**config.mk**
```make
export PLATFORM = sky130hd
export DESIGN_NAME = relay_line_measure_sequencer
export DESIGN_NICKNAME = d
export VERILOG_FILES = /design/src/hdl/rlms_pkg.sv /design/src/hdl/relay_line_measure_sequencer.sv
export SDC_FILE = /design/constraint.sdc
export NUM_CORES = 2
export LEC_CHECK = 0
export BUFFER_PORTS_ARGS = -buffer_cell sky130_fd_sc_hd__clkbuf_2
export CAP_MARGIN = 10
export CORE_AREA = 2 2 304 216
export DETAILED_ROUTE_END_ITERATION = 8
export DIE_AREA = 0 0 306 218
export PLACE_DENSITY = 0.64
export SYNTH_ARGS = -nofsm -noshare
export SYNTH_HDL_FRONTEND = slang
export SYNTH_SLANG_ARGS = --single-unit
```
**constraint.sdc**
```tcl
create_clock -name clk -period 21.3 [get_ports clk]
set_clock_uncertainty 0.1 [all_clocks]
set_input_delay 1.065 -clock clk [delete_from_list [all_inputs] [get_ports clk]]
set_output_delay 1.065 -clock clk [all_outputs]
set_load 0.1 [all_outputs]
```
**src/hdl/rlms_pkg.sv**
```systemverilog
// ----------------------------------------------------------------------------
// rlms_pkg - relay line measure sequencer shared definitions
// Register indexes, reset values, field widths and the fixed-point constants
// used to turn raw ADC codes into millivolts.
// ----------------------------------------------------------------------------
package rlms_pkg;

    // Field widths
    localparam int RAW_W    = 12;
    localparam int DELAY_W  = 16;
    localparam int SCALE_W  = 15;
    localparam int MV_W     = 13;
    localparam int SUM_W    = 20;
    localparam int TAKEN_W  = 7;
    localparam int RELAY_W  = 4;
    localparam int PHASE_W  = 2;
    localparam int PROD_W   = RAW_W + SCALE_W;
    localparam int CFG_IDX_W  = 2;
    localparam int CFG_DATA_W = 16;

    // Default averaging depth (log2 of samples per phase)
    localparam int SAMPLES_LOG2_DEFAULT = 4;

    // Configuration register indexes
    typedef enum logic [CFG_IDX_W-1:0] {
        REG_RELAY_ON_DELAY  = 2'd0,
        REG_MEASURE_PERIOD  = 2'd1,
        REG_SCALE_PER_10000 = 2'd2
    } cfg_index_t;

    // Configuration reset values
    localparam logic [DELAY_W-1:0] RELAY_ON_DELAY_RST  = 16'd5;
    localparam logic [DELAY_W-1:0] MEASURE_PERIOD_RST  = 16'd50;
    localparam logic [SCALE_W-1:0] SCALE_RST           = 15'd8068;

    // Divide by 10000 through a reciprocal: q = (p * RECIP_M) >> RECIP_SHIFT,
    // exact for every p below 2^PROD_W.
    localparam int RECIP_SHIFT = 41;
    localparam int RECIP_M_W   = 28;
    localparam logic [RECIP_M_W-1:0] RECIP_M = 28'd219902326;
    localparam int QUOT_W      = 14;

    localparam logic [MV_W-1:0] MV_MAX = '1;

endpackage

```
**src/hdl/relay_line_measure_sequencer.sv**
```systemverilog
// ----------------------------------------------------------------------------
// relay_line_measure_sequencer - four-phase relay line measurement
// Steps through the line1/att1/line2/att2 phases one tick at a time, drives
// the phase relays and stores the averaged millivolt reading of each phase.
// ----------------------------------------------------------------------------
//
// Channel  | Dir | Transfer carries
// ---------+-----+-----------------------------------------------------------
// s_axis   | in  | one tick with its raw ADC sample
// m_axis   | out | relay state, phase and the measurement update of the tick
// cfg      | in  | register index and write data
//
// One tick is taken every cycle while m_tready does not hold the pipeline; its
// result reaches m_tdata through three register stages (scale multiply,
// reciprocal divide, state update with result register).
// The whole pipeline advances together and holds while a result waits on
// m_tready.
// Reset clears the phase state, the stored readings and all relays.
// cfg_ready is always high.
//
module relay_line_measure_sequencer #(
    parameter int SAMPLES_LOG2 = rlms_pkg::SAMPLES_LOG2_DEFAULT
) (
    input  logic        clk,
    input  logic        rst_n,
    // Tick input
    input  logic        s_tvalid,
    output logic        s_tready,
    input  logic [15:0] s_tdata,   // [11:0] raw_sample
    // Result output
    output logic        m_tvalid,
    input  logic        m_tready,
    output logic [39:0] m_tdata,   // [3:0] relay_drive, [5:4] phase_now,
                                   // [7:6] updated_slot, [20:8] new_millivolts,
                                   // [33:21] old_millivolts, zero above
    output logic        m_tuser,   // [0] update_done
    // Configuration write
    input  logic                                 cfg_valid,
    output logic                                 cfg_ready,
    input  logic [rlms_pkg::CFG_IDX_W-1:0]       cfg_index,
    input  logic [rlms_pkg::CFG_DATA_W-1:0]      cfg_data
);

    localparam logic [rlms_pkg::TAKEN_W-1:0] SAMPLES_N =
        rlms_pkg::TAKEN_W'(1 << SAMPLES_LOG2);

    // Configuration registers
    logic [rlms_pkg::DELAY_W-1:0] delay_reg;
    logic [rlms_pkg::DELAY_W-1:0] period_reg;
    logic [rlms_pkg::SCALE_W-1:0] scale_reg;

    // Pipeline
    logic                          adv;
    logic                          v1_reg;
    logic [rlms_pkg::PROD_W-1:0]   prod_reg;
    logic                          v2_reg;
    logic [rlms_pkg::MV_W-1:0]     mv_reg;

    // Sequencer state
    logic [rlms_pkg::DELAY_W-1:0]  tick_reg,  tick_next;
    logic [rlms_pkg::PHASE_W-1:0]  phase_reg, phase_next;
    logic [rlms_pkg::SUM_W-1:0]    sum_reg,   sum_next;
    logic [rlms_pkg::TAKEN_W-1:0]  taken_reg, taken_next;
    logic [rlms_pkg::RELAY_W-1:0]  relay_reg, relay_next;
    logic [rlms_pkg::MV_W-1:0]     latest_reg [4];

    // Result register
    logic                          out_valid_reg;
    logic [rlms_pkg::RELAY_W-1:0]  out_relay_reg;
    logic [rlms_pkg::PHASE_W-1:0]  out_phase_reg;
    logic                          out_done_reg,  done_next;
    logic [rlms_pkg::PHASE_W-1:0]  out_slot_reg,  slot_next;
    logic [rlms_pkg::MV_W-1:0]     out_new_reg,   new_next;
    logic [rlms_pkg::MV_W-1:0]     out_old_reg,   old_next;

    // Divide stage wires
    logic [rlms_pkg::PROD_W+rlms_pkg::RECIP_M_W-1:0] quot_wide;
    logic [rlms_pkg::QUOT_W-1:0]   quot;
    logic [rlms_pkg::MV_W-1:0]     mv_sat;

    // Update stage wires
    logic [rlms_pkg::RELAY_W-1:0]  phase_bit;
    logic [rlms_pkg::SUM_W-1:0]    sum_add;
    logic [rlms_pkg::TAKEN_W-1:0]  taken_add;

    // Whole pipeline moves when the result register is free or draining
    assign adv       = !out_valid_reg || m_tready;
    assign s_tready  = adv;
    assign cfg_ready = 1'b1;

    // Configuration writes; indexes beyond the list are dropped
    always_ff @(posedge clk or negedge rst_n)
    begin
        if (!rst_n)
        begin
            delay_reg  <= rlms_pkg::RELAY_ON_DELAY_RST;
            period_reg <= rlms_pkg::MEASURE_PERIOD_RST;
            scale_reg  <= rlms_pkg::SCALE_RST;
        end
        else if (cfg_valid)
        begin
            case (cfg_index)
                rlms_pkg::REG_RELAY_ON_DELAY:  delay_reg  <= cfg_data;
                rlms_pkg::REG_MEASURE_PERIOD:  period_reg <= cfg_data;
                rlms_pkg::REG_SCALE_PER_10000: scale_reg  <= cfg_data[rlms_pkg::SCALE_W-1:0];
                default: ;
            endcase
        end
    end

    // Reciprocal divide by 10000 with saturation
    assign quot_wide = (rlms_pkg::PROD_W+rlms_pkg::RECIP_M_W)'(prod_reg)
                     * (rlms_pkg::PROD_W+rlms_pkg::RECIP_M_W)'(rlms_pkg::RECIP_M);
    assign quot      = quot_wide[rlms_pkg::RECIP_SHIFT +: rlms_pkg::QUOT_W];
    assign mv_sat    = (quot > rlms_pkg::QUOT_W'(rlms_pkg::MV_MAX))
                     ? rlms_pkg::MV_MAX : quot[rlms_pkg::MV_W-1:0];

    // Per-tick phase update
    always_comb
    begin
        phase_bit  = rlms_pkg::RELAY_W'(1) << phase_reg;
        tick_next  = tick_reg + 1'b1;
        phase_next = phase_reg;
        sum_next   = sum_reg;
        taken_next = taken_reg;
        relay_next = relay_reg;
        done_next  = 1'b0;
        slot_next  = '0;
        new_next   = '0;
        old_next   = '0;
        sum_add    = sum_reg + rlms_pkg::SUM_W'(mv_reg);
        taken_add  = taken_reg + 1'b1;

        if (tick_next == delay_reg)
        begin
            relay_next = relay_next | phase_bit;
        end

        if (tick_next >= period_reg)
        begin
            sum_next   = sum_add;
            taken_next = taken_add;
            if (taken_add == SAMPLES_N)
            begin
                new_next   = rlms_pkg::MV_W'(sum_add >> SAMPLES_LOG2);
                old_next   = latest_reg[phase_reg];
                relay_next = relay_next & ~phase_bit;
                tick_next  = '0;
                sum_next   = '0;
                taken_next = '0;
                phase_next = phase_reg + 1'b1;
                done_next  = 1'b1;
                slot_next  = phase_reg;
            end
        end
    end

    // Pipeline valids and sequencer control state
    always_ff @(posedge clk or negedge rst_n)
    begin
        if (!rst_n)
        begin
            v1_reg        <= 1'b0;
            v2_reg        <= 1'b0;
            out_valid_reg <= 1'b0;
            tick_reg      <= '0;
            phase_reg     <= '0;
            sum_reg       <= '0;
            taken_reg     <= '0;
            relay_reg     <= '0;
            for (int i = 0; i < 4; i++)
            begin
                latest_reg[i] <= '0;
            end
        end
        else if (adv)
        begin
            v1_reg        <= s_tvalid;
            v2_reg        <= v1_reg;
            out_valid_reg <= v2_reg;
            if (v2_reg)
            begin
                tick_reg  <= tick_next;
                phase_reg <= phase_next;
                sum_reg   <= sum_next;
                taken_reg <= taken_next;
                relay_reg <= relay_next;
                if (done_next)
                begin
                    latest_reg[phase_reg] <= new_next;
                end
            end
        end
    end

    // Payload registers
    always_ff @(posedge clk)
    begin
        if (adv)
        begin
            prod_reg      <= rlms_pkg::PROD_W'(s_tdata[rlms_pkg::RAW_W-1:0])
                           * rlms_pkg::PROD_W'(scale_reg);
            mv_reg        <= mv_sat;
            out_relay_reg <= relay_next;
            out_phase_reg <= phase_next;
            out_done_reg  <= done_next;
            out_slot_reg  <= slot_next;
            out_new_reg   <= new_next;
            out_old_reg   <= old_next;
        end
    end

    // Output packing
    assign m_tvalid = out_valid_reg;
    assign m_tuser  = out_done_reg;
    assign m_tdata  = {6'd0, out_old_reg, out_new_reg, out_slot_reg,
                       out_phase_reg, out_relay_reg};

endmodule
```
==> metrics.md <==
| Metric | Value |
|---|---|
| Synth async-reset ratio | between 60% and 70% |
| Mux cell area share after synthesis | a little over 4% |
| Post-Synthesis Cells | 2790 |
| GPL Wtd Cong | between 0.9 and 1 |
| Die ar. | 66700 µm² |
| Share of the yosys chip area belonging to registers | just over 20% |
| Crit share post-route | between 30% and 40% |
| Grt ovf | 0 |
| Vias in the first global route | about 21000 |
| Layout cells sized above 1 | under 10% |
| Unique masters post-synth | between 70 and 80 |
| Cts bufs inserted | 24 |
| Fillcell total | approximately 5800 |
| Sequential cell area | around 6000 µm² |
| Status | complete, no violations |
| Most used DFF post-synth | dfrtp_1 |
| Initial core utilization | between 40% and 50% |
| Post-Route WL | around 70000 µm |
| Slew margin rel. | a little under a third |
| Post-CTS Hold Fix Bufs | 0 |
| # rows | a little under 80 |
| CP max-delay cell | edfxtp_1 |
| DRT Pass-1 Iters | 5 |
| Final setup viols | 0 |
| Via count | 19300 |
| Most used cell along the critical path | fa_1 |
| Worst path bufs/invs | 4 |
| Delay of the slowest critical-path stage | between 0.7 and 0.8 ns |
| Worst path cell trace | ha_1 > inv_1 > fa_1 > inv_1 > fa_1 > fa_1 > fa_1 > fa_1 > inv_1 > fa_1 > inv_1 > ha_1 > nand3_1 > nor4_2 > o2111a_2 > o31ai_4 > o31a_4 > o211ai_2 > o221a_4 > o21ai_0 |
| Worst-Margin Slew | roughly 1.0 ns |
| Clk_lat worst skew | between 0.5 and 0.6 ns |
| Max reg flops | 52 |
| Setup TNS | 0 ns |
| Clock transition at path regs | about 0.08 ns |
| Complex-gate fraction of the synthesized area | a little over 7% |
| Area delta synth->final | 6.87% |
| Crit path kind | reg2reg |
| DRT iter0 DRCs | 1279 |
| I/O pin total | 83 |
| Largest family of logic cells by synthesized area | adder cells |
| Pin count of the biggest net entering global routing | 97 |
| Core footprint | 63900 µm² |
| Inserted Diodes | 0 |
| Minimum clock period | 8.18 ns |
| Worst setup SP type | register |
| Initial antenna violation count | 0 |
| Warnings from Yosys | 0 |
| Cts repair resizes | 0 |
| First-pass GRT wire length | around 110000 µm |
| WP data required | 21.45 ns |
| Drt drc | 0 |
| Nets@finish | roughly 3700 |
| Crit path max-delay family | adder cells |
| Register bit total from synthesis | 223 |
| Multi-input gate area | 20200 µm² |
| Synthesized area | 29100 µm² |
| Chip width | 306 µm |
| Post-route ant nets | 0 |
| Synth Area in Simple Gates | under 10% |
| Mean post-synth cell area | approximately 10 µm² |
| Root Buffer | clkbuf_16 |
| Routed length per instance | 18.9 µm |
| EDFF count, synth | between 70 and 80 |
| TritonCTS clock tree | built |
| Max frequency | roughly 0.12 GHz |
| Clock buffer depth | 3 |
| Adder-cell share of the synthesized area | between 40% and 50% |
| Port buffer count | 71 |
| Xor-xnor portion of the synthesized cell area | approximately 2.6% |
| Total Routing Usage GR | a little over a fifth |
| HP Class | reg2reg |
| Crit end category | register |
| Max Cap Viol | 0 |
| Max Slew Vio Count | 0 |
| Post-CTS setup buffer count | 0 |
| RSZ-0062 raised after global routing | no |
| Num Clock Sinks | between 200 and 250 |
| DR vias/cell | 5.23 |
| Critical path peak fanout | 13 |
| Die H | roughly 220 µm |
| Fin. Hold Viols | 0 |
| Critical Path AT | 8.33 ns |
| H-tree levels | 1 |
| Dpl hpwl | ~60000 µm |
[layer usage]
layer | track usage [%] | share of wire (%)
met3 | 4.59 | 7.6
met5 | 0 | 0
met4 | 2.63 | 1.1
met2 | 30.9 | 41
met1 | 34.1 | 51
[cell families after synthesis]
family / after synthesis
other cells: 2
compound gates: 309
xor+xnor: 85
fa+ha+maj: 822
simple gates: 485
buf+inv: 770
flops: 223
mux: 94
[final timing paths]
path                                     start             end  slack [ns]  depth (start not counted)
worst max register to register    prod_reg[12]      mv_reg[11]       13.12                         20
worst min register to register  latest_reg[24]  latest_reg[24]        0.38                          2
min in group asynchronous                rst_n  latest_reg[14]        0.52                          1
max in group asynchronous                rst_n    delay_reg[4]       19.28                          2
worst min-delay path            latest_reg[24]  latest_reg[24]        0.38                          2
worst max-delay path              prod_reg[12]      mv_reg[11]       13.12                         20
[through the flow]
stage | cell area (µm²) | instances | worst slack, ns | utilization [%] | hold WS, ns
floorplan | 29100 | 2795 | 14.55 | - | 0.345
global placement | 30300 | 3652 | 13.35 | 47.5 | 0.358
detailed placement | 30300 | 3652 | 13.23 | 47.5 | 0.368
CTS | 31100 | 3696 | 13.22 | 48.7 | 0.383
global route | 31100 | 3696 | 12.88 | 48.7 | 0.411
finish | 31100 | 3696 | 13.12 | 48.7 | 0.382
[synthesized netlist by cell type, types with 8 or more instances]
library cell	number	area (µm²)
clkbuf_1	52	195
nand4_1	18	113
fa_1	452	9050
a22o_1	8	70.1
o21a_1	16	120
a21oi_1	74	370
nand3_1	33	165
nor2_1	44	165
xnor2_1	52	455
a31oi_1	10	62.6
a21o_1	39	293
a211oi_1	11	82.6
and3_1	9	56.3
dfrtp_1	136	3400
o211ai_1	8	60.1
o21ai_0	68	340
mux4_2	13	293
edfxtp_1	75	2250
mux2_2	81	912
nor3_1	17	85.1
inv_1	706	2650
o31ai_1	20	150
nor2b_1	12	75.1
nand2_1	192	721
nand2b_1	14	87.6
xor2_1	33	289
and2_1	105	657
o21bai_1	8	60.1
ha_1	370	4630
dfstp_2	12	315
[worst reg2reg max path, stage by stage (launching register included)]
cell and delay, ns:
edfxtp_1 0.72, ha_1 0.43, inv_1 0.22, fa_1 0.55, inv_1 0.06, fa_1 0.48, fa_1 0.60, fa_1 0.44
fa_1 0.49, inv_1 0.05, fa_1 0.66, inv_1 0.09, ha_1 0.45, nand3_1 0.21, nor4_2 0.57, o2111a_2 0.42
o31ai_4 0.13, o31a_4 0.42, o211ai_2 0.27, o221a_4 0.38, o21ai_0 0.15
[layout make-up]
cell class | count | area share, %
multi-input cells | 1802 | 65.0
flip-flops and latches | 223 | 19.2
inverters | 707 | 8.53
well taps | 840 | 3.38
clock buffers | 39 | 2.32
repair buffers | 80 | 1.38
clock inverters | 5 | 0.185
[cell usage in the layout (no fill, tap or decap), types with 8 or more instances in the layout]
cell       count
a21o_1        39
dfrtp_1      136
nand2b_1      13
nor2b_1       12
fa_1         452
buf_4          9
nand2_1      192
a211oi_1      11
mux4_2        13
nand4_1       18
a31oi_1       10
o31ai_1       20
and3_1         9
dfstp_2       12
nor2_1        44
a21oi_1       74
o211ai_1       8
clkbuf_16     25
nor3_1        17
mux2_2        81
edfxtp_1      75
clkbuf_1       9
and2_1       105
a22o_1         8
inv_1        706
xor2_1        33
o21bai_1       8
o21a_1        16
xnor2_1       52
ha_1         370
nand3_1       33
clkbuf_2      70
o21ai_0       68
Power is left out: the tool's default activity adds up to more than one toggle a clock period on the data nets, which glitch-free logic cannot reach.
